## src/rtl/hybrid_logical_clock_assert.svh

```systemverilog
// assertion macros for the hybrid logical clock rtl
`ifndef HYBRID_LOGICAL_CLOCK_ASSERT_SVH
`define HYBRID_LOGICAL_CLOCK_ASSERT_SVH

// same-cycle implication, disabled while reset is active
`define HLC_ASSERT_NOW(label, clk, rst_n, ante, cons) \
    label: assert property (@(posedge clk) disable iff (!rst_n) (ante) |-> (cons)) \
        else $error("hybrid logical clock check failed");

// next-cycle implication, disabled while reset is active
`define HLC_ASSERT_NEXT(label, clk, rst_n, ante, cons) \
    label: assert property (@(posedge clk) disable iff (!rst_n) (ante) |=> (cons)) \
        else $error("hybrid logical clock check failed");

`endif

```

## src/rtl/hlc_pkg.sv

```systemverilog
package hlc_pkg;

    localparam int PHYS_W    = 48;
    localparam int LOGICAL_W = 16;
    localparam int TS_W      = PHYS_W + LOGICAL_W;

    // s_tdata: wall_clock_ms, then sender_stamp
    localparam int S_TDATA_W = PHYS_W + TS_W;
    localparam int M_TDATA_W = TS_W;

    localparam logic [LOGICAL_W-1:0] LOGICAL_MAX = '1;

    typedef logic [PHYS_W-1:0]    phys_t;
    typedef logic [LOGICAL_W-1:0] logical_t;
    typedef logic [TS_W-1:0]      stamp_t;

    typedef enum logic {
        OP_LOCAL   = 1'b0,
        OP_RECEIVE = 1'b1
    } op_t;

    // architectural clock state
    typedef struct packed {
        stamp_t clock_value;
        phys_t  last_physical;
        phys_t  wall_at_last_change;
    } hlc_state_t;

endpackage

```

## src/rtl/hlc_core.sv

```systemverilog
module hlc_core (
    input  hlc_pkg::op_t       operation,
    input  hlc_pkg::phys_t     wall_clock_ms,
    input  hlc_pkg::stamp_t    sender_stamp,
    input  hlc_pkg::hlc_state_t state,
    output hlc_pkg::hlc_state_t state_next
);

    hlc_pkg::phys_t    cur_ph;
    hlc_pkg::logical_t cur_lg;
    hlc_pkg::phys_t    snd_ph;
    hlc_pkg::logical_t snd_lg;
    hlc_pkg::phys_t    max_cs;
    hlc_pkg::phys_t    max_all;
    hlc_pkg::phys_t    wall_delta;
    hlc_pkg::phys_t    catch_ph;
    hlc_pkg::phys_t    base_ph;
    hlc_pkg::logical_t base_lg;
    logic              do_inc;
    logic              eq_c;
    logic              eq_s;
    hlc_pkg::phys_t    inc_ph;
    hlc_pkg::phys_t    phys_delta;
    hlc_pkg::phys_t    new_ph;
    hlc_pkg::logical_t new_lg;

    assign cur_ph = state.clock_value[hlc_pkg::TS_W-1:hlc_pkg::LOGICAL_W];
    assign cur_lg = state.clock_value[hlc_pkg::LOGICAL_W-1:0];
    assign snd_ph = sender_stamp[hlc_pkg::TS_W-1:hlc_pkg::LOGICAL_W];
    assign snd_lg = sender_stamp[hlc_pkg::LOGICAL_W-1:0];

    // catch-up terms depend only on state and wall, so they run in parallel
    assign wall_delta = (wall_clock_ms > state.wall_at_last_change)
                      ? wall_clock_ms - state.wall_at_last_change : '0;
    assign catch_ph   = state.last_physical + wall_delta;

    assign max_cs  = (cur_ph > snd_ph) ? cur_ph : snd_ph;
    assign max_all = (wall_clock_ms > max_cs) ? wall_clock_ms : max_cs;
    assign eq_c    = (max_all == cur_ph);
    assign eq_s    = (max_all == snd_ph);

    always_comb
    begin
        base_ph = max_all;
        base_lg = '0;
        do_inc  = 1'b0;
        unique case (operation)
            hlc_pkg::OP_LOCAL:
            begin
                do_inc  = (cur_ph >= wall_clock_ms);
                base_ph = do_inc ? cur_ph : wall_clock_ms;
                base_lg = cur_lg;
            end
            hlc_pkg::OP_RECEIVE:
            begin
                base_ph = max_all;
                do_inc  = eq_c | eq_s;
                if (eq_c && eq_s)
                    base_lg = (cur_lg > snd_lg) ? cur_lg : snd_lg;
                else if (eq_c)
                    base_lg = cur_lg;
                else
                    base_lg = snd_lg;
            end
            default:
            begin
                base_ph = max_all;
            end
        endcase
    end

    // logical increment with carry into the physical part, then catch-up
    assign inc_ph     = base_ph + hlc_pkg::PHYS_W'(base_lg == hlc_pkg::LOGICAL_MAX);
    assign phys_delta = inc_ph - state.last_physical;

    always_comb
    begin
        if (do_inc)
        begin
            new_lg = base_lg + hlc_pkg::LOGICAL_W'(1);
            new_ph = (phys_delta < wall_delta) ? catch_ph : inc_ph;
        end
        else
        begin
            new_lg = '0;
            new_ph = base_ph;
        end
    end

    always_comb
    begin
        state_next.clock_value         = {new_ph, new_lg};
        state_next.last_physical       = state.last_physical;
        state_next.wall_at_last_change = state.wall_at_last_change;
        if (new_ph != state.last_physical)
        begin
            state_next.last_physical       = new_ph;
            state_next.wall_at_last_change = wall_clock_ms;
        end
    end

endmodule

```

## src/rtl/hybrid_logical_clock.sv

```systemverilog
// hybrid logical clock: keeps a 64-bit timestamp (48-bit physical milliseconds in the top
// bits, 16-bit logical count in the low bits) and returns one new timestamp per input
// transfer. tuser selects a local timestamp request (0) or a receive update against the
// sender's timestamp (1); the wall clock travels with every transfer. one transfer is
// accepted every clock cycle while the output side keeps up; each result passes through the
// input register, then the result register, before it is offered. the clock state is
// updated as each item leaves the input register, and the next item reads it straight
// away. the result register lets a new transfer in while a result still waits.
// reset clears the clock to zero.
`include "hybrid_logical_clock_assert.svh"

module hybrid_logical_clock (
    input  logic                          clk,
    input  logic                          rst_n,
    input  logic                          s_tvalid,
    output logic                          s_tready,
    input  logic [hlc_pkg::S_TDATA_W-1:0] s_tdata,  // wall_clock_ms[47:0], sender_stamp[111:48]
    input  logic [0:0]                    s_tuser,  // operation[0]
    output logic                          m_tvalid,
    input  logic                          m_tready,
    output logic [hlc_pkg::M_TDATA_W-1:0] m_tdata   // timestamp[63:0]
);

    // input stage
    logic                in_vld_reg;
    logic                in_vld_next;
    hlc_pkg::op_t        op_reg;
    hlc_pkg::phys_t      wall_reg;
    hlc_pkg::stamp_t     sts_reg;

    // clock state
    hlc_pkg::hlc_state_t state_reg;
    hlc_pkg::hlc_state_t state_next;

    // result stage
    logic                out_vld_reg;
    logic                out_vld_next;
    hlc_pkg::stamp_t     out_data_reg;

    logic                advance;
    logic                in_take;

    // views used by the checks below
    hlc_pkg::phys_t      clock_ph;
    logic                local_behind;

    // the item in the input register moves on once the result register is free or its result is being taken
    assign advance  = in_vld_reg && (!out_vld_reg || m_tready);
    assign s_tready = !in_vld_reg || advance;
    assign in_take  = s_tvalid && s_tready;

    hlc_core u_core (
        .operation      (op_reg),
        .wall_clock_ms  (wall_reg),
        .sender_stamp   (sts_reg),
        .state          (state_reg),
        .state_next     (state_next)
    );

    always_comb
    begin
        in_vld_next = in_vld_reg;
        if (in_take)
            in_vld_next = 1'b1;
        else if (advance)
            in_vld_next = 1'b0;
    end

    always_comb
    begin
        out_vld_next = out_vld_reg;
        if (advance)
            out_vld_next = 1'b1;
        else if (m_tready)
            out_vld_next = 1'b0;
    end

    always_ff @(posedge clk or negedge rst_n)
    begin
        if (!rst_n)
        begin
            in_vld_reg  <= 1'b0;
            out_vld_reg <= 1'b0;
            state_reg   <= '0;
        end
        else
        begin
            in_vld_reg  <= in_vld_next;
            out_vld_reg <= out_vld_next;
            if (advance)
                state_reg <= state_next;
        end
    end

    // payload registers, no reset needed
    always_ff @(posedge clk)
    begin
        if (in_take)
        begin
            op_reg   <= hlc_pkg::op_t'(s_tuser[0]);
            wall_reg <= s_tdata[hlc_pkg::PHYS_W-1:0];
            sts_reg  <= s_tdata[hlc_pkg::S_TDATA_W-1:hlc_pkg::PHYS_W];
        end
        if (advance)
            out_data_reg <= state_next.clock_value;
    end

    assign m_tvalid = out_vld_reg;
    assign m_tdata  = out_data_reg;

    assign clock_ph     = state_reg.clock_value[hlc_pkg::TS_W-1:hlc_pkg::LOGICAL_W];
    assign local_behind = advance && (op_reg == hlc_pkg::OP_LOCAL)
                       && (wall_reg > state_reg.last_physical);

    // every processed item yields a result in the next cycle
    `HLC_ASSERT_NEXT(a_result_follows, clk, rst_n, advance, m_tvalid)
    // the result presented is the clock just committed
    `HLC_ASSERT_NEXT(a_result_is_clock, clk, rst_n, advance, m_tdata == state_reg.clock_value)
    // tracked physical part always mirrors the clock's physical part
    `HLC_ASSERT_NOW(a_phys_tracked, clk, rst_n, 1'b1, state_reg.last_physical == clock_ph)
    // a local request behind the wall clock restarts the logical count
    `HLC_ASSERT_NEXT(a_local_reset, clk, rst_n, local_behind, m_tdata[hlc_pkg::LOGICAL_W-1:0] == '0)

endmodule

```

## config.mk

```make
export PLATFORM = sky130hd
export DESIGN_NAME = hybrid_logical_clock
export DESIGN_NICKNAME = d
export VERILOG_FILES = /design/src/rtl/hlc_pkg.sv /design/src/rtl/hlc_core.sv /design/src/rtl/hybrid_logical_clock.sv
export VERILOG_INCLUDE_DIRS = /design/src /design/src/rtl
export SDC_FILE = /design/constraint.sdc
export NUM_CORES = 2
export LEC_CHECK = 0
export ABC_AREA = 0
export ABC_CLOCK_PERIOD_IN_PS = 22200
export BUFFER_PORTS_ARGS = -buffer_cell sky130_fd_sc_hd__buf_2
export CAP_MARGIN = 0
export CORE_ASPECT_RATIO = 2
export CORE_UTILIZATION = 42
export CTS_CLUSTER_DIAMETER = 150
export CTS_CLUSTER_SIZE = 20
export DETAILED_ROUTE_END_ITERATION = 16
export MAX_ROUTING_LAYER = met4
export PLACE_DENSITY = 0.63
export SETUP_SLACK_MARGIN = 0.2
export SYNTH_ARGS = -nofsm -noshare
export SYNTH_HDL_FRONTEND = slang
export SYNTH_SLANG_ARGS = --single-unit
```

## constraint.sdc

```tcl
create_clock -name clk -period 22.2 [get_ports clk]
set_clock_uncertainty 0.15 [all_clocks]
set_input_delay 4.44 -clock clk [delete_from_list [all_inputs] [get_ports clk]]
set_output_delay 4.44 -clock clk [all_outputs]
set_load 0.05 [all_outputs]
```

==> results.txt <==
Clock buffer depth = 3
Setup TNS = 0 ps
Site row count = 144
Syn_nets = 4315
I/O Pins = 183
Top_reg_cell synth = edfxtp_1
Fraction of registers with async set/reset = 47.8%
Setup Buffers After CTS = 0
Share of layout cells above drive strength 1 = 12.4%
Total Routing Usage GR = 39.8%
Commonest non-fill, non-tap cell in the layout = nand2_1
First-pass GRT wire length = 217000 microns
Via Count = 32.2k
Rel. slew slack = 11.8%
Grt ovf = 0
Slowest-stage cell, CP = nor4_1
Final Hold Violating Endpoints = 0
Count of final setup violators = 0
TritonRoute pass-1 iters = 6
Final ANT Viol Nets = 0
Req. time, crit path = 22570 ps
Worst Path Max Fanout = 37
Post-Route WL = 153000 microns
CP Launch Type = register
Post-synthesis area per instance = 8.49 sq um
Dpl cells = 5140
Hold Crit Class = register to register
Area grow syn2layout = 12.7%
Initial core utilization = 42.4%
TritonCTS clock tree = done
Core area = 76900 sq um
Hold Buf Count CTS = 0
DRT iter0 DRCs = 2570
CTS Sinks = 339
Number of global-route vias before repair = 31.9k
CTS buffer count = 20
Vias/cell = 6.23
Clock Root Buffer = clkbuf_16
Unique masters post-synth = 97
Delay-heaviest family, CP = simple AND/OR/NAND/NOR gates
Commonest non-fill, non-tap cells in the layout = nand2_1, ha_1, inv_1
Antenna violations before repair = 6
Wirelength per Cell = 29.5 microns
Fmax = 0.0477 GHz
Fin worst setup slack = 1260 ps
Fin nets = 4613
Synthesized area = 32600 sq um
Tcrit/Tclk final = 94.3%
RSZ-0062 raised after global routing = false
Hpwl dp = 124000 microns
Largest net degree at the start of global routing = 86
CP Data Arrival Time = 21310 ps
Worst slew pin tran = 1310 ps
Crit path buf inv count = 14
WS Path Type = register to register
Dpl ws = 1970 ps
Worst path most repeated cell = buf_4
Outcome = complete, no violations
Post-layout util = 47.8%
Die Width = 199 microns
Synthesis warning total = 0
Critical path's largest stage delay = 710 ps
Worst-Skew Late Latency = 610 ps
Final cell count without fillers = 5177
Max-cap violations = 0
Clock Pin Slew Worst Setup and Hold Paths = 90 ps
Post-synth EDFFs = 177
Clock period minus worst slack = 20940 ps
Post-synthesis register bit count = 339
I/O Buffers = 182
Htree depth = 1
Worst setup EP type = register
Post-Synthesis Cells = 3842
Die Y = 396 microns
Placer Congestion = 1.14
Sequential share of the synthesized area = 28.7%
Final Max Tran Viols = 0
Detailed-route DRC error count = 0
Full die area = 78900 sq um
Max reg flops = 112
synthesized netlist by cell type, types with 41 or more instances:
cell type	instances	area share, %
nand2_1	400	4.6
ha_1	353	14
inv_1	322	3.7
a21oi_1	306	4.7
nor2_1	249	2.9
xnor2_1	210	5.6
o21ai_0	205	3.1
edfxtp_1	177	16
dfrtp_1	162	12
xor2_1	106	2.8
nand3_1	98	1.5
clkbuf_1	91	1.0
a21o_1	90	2.1
mux2i_1	78	2.4
nand4_1	76	1.5
nor3_1	66	1.0
o21a_1	43	0.99
nor4_1	42	0.81
mux2_1	41	1.4
o22ai_1	41	0.79
metal layers:
metal | vias up | routed length [microns] | GRT usage, %
li1 | 14700 | - | -
met1 | 15400 | 51300 | 39.7
met2 | 1561 | 73400 | 65.5
met3 | 626 | 9300 | 5.38
met4 | 0 | 19000 | 39.0
met5 | - | 0 | -
what timing repair did:
action,in CTS,in global routing
gates resized for setup,0,1
endpoints found under the setup margin,0,76
hold endpoints to repair,0,0
worst reg2reg max path: cells and delay by family, from the launching register on:
kind                       cells  cell delay, ps
xor gates and xnor gates       3             550
DFF                            1             620
and+or+nand+nor               27            7310
adders and majority gates      7            1960
muxes                          4            1250
AOI/OAI and AO/OA             23            5910
buffers and inverters         14            3150
cell families (layout without fill, tap and decap cells):
group,after synthesis,after routing,share of synthesized area (%)
simple gates,1141,1141,17.0
compound gates,1089,1089,22.1
buf+inv,469,780,5.69
fa+ha+maj,356,356,13.7
flops,339,339,28.7
xor+xnor,316,316,8.48
mux,132,132,4.26
other cells,0,2,0
through the flow:
step	cell area, sq um	hold slack, ps
after detailed placement	36200	342
after CTS	36700	363
after floorplan	32600	307
after global placement	36200	334
final	36800	364
after global routing	36800	379
final timing paths:
path / slack, ps / depth (start not counted) / to / from
setup / recovery: 1260 / 78 / state_reg[38] / sts_reg[46]
min in group asynchronous: 3640 / 1 / state_reg[54] / rst_n
setup reg to reg: 1260 / 78 / state_reg[38] / sts_reg[46]
hold reg to reg: 360 / 1 / state_reg[0] / state_reg[0]
hold / removal: 360 / 1 / state_reg[0] / state_reg[0]
max in group asynchronous: 16870 / 2 / state_reg[85] / rst_n
layout make-up:
cell class                 instances  area (sq um)
antenna                            2          5.00
clock buffer                      35           579
fill                            7643         40200
inverter                         323          1220
multi-input combinational       3034         21500
sequential                       339          9370
tap                             1022          1280
timing repair buffer             422          2800
Power is not shown: default switching activity piles up to over one toggle a cycle in this logic, so the estimate is an artifact.
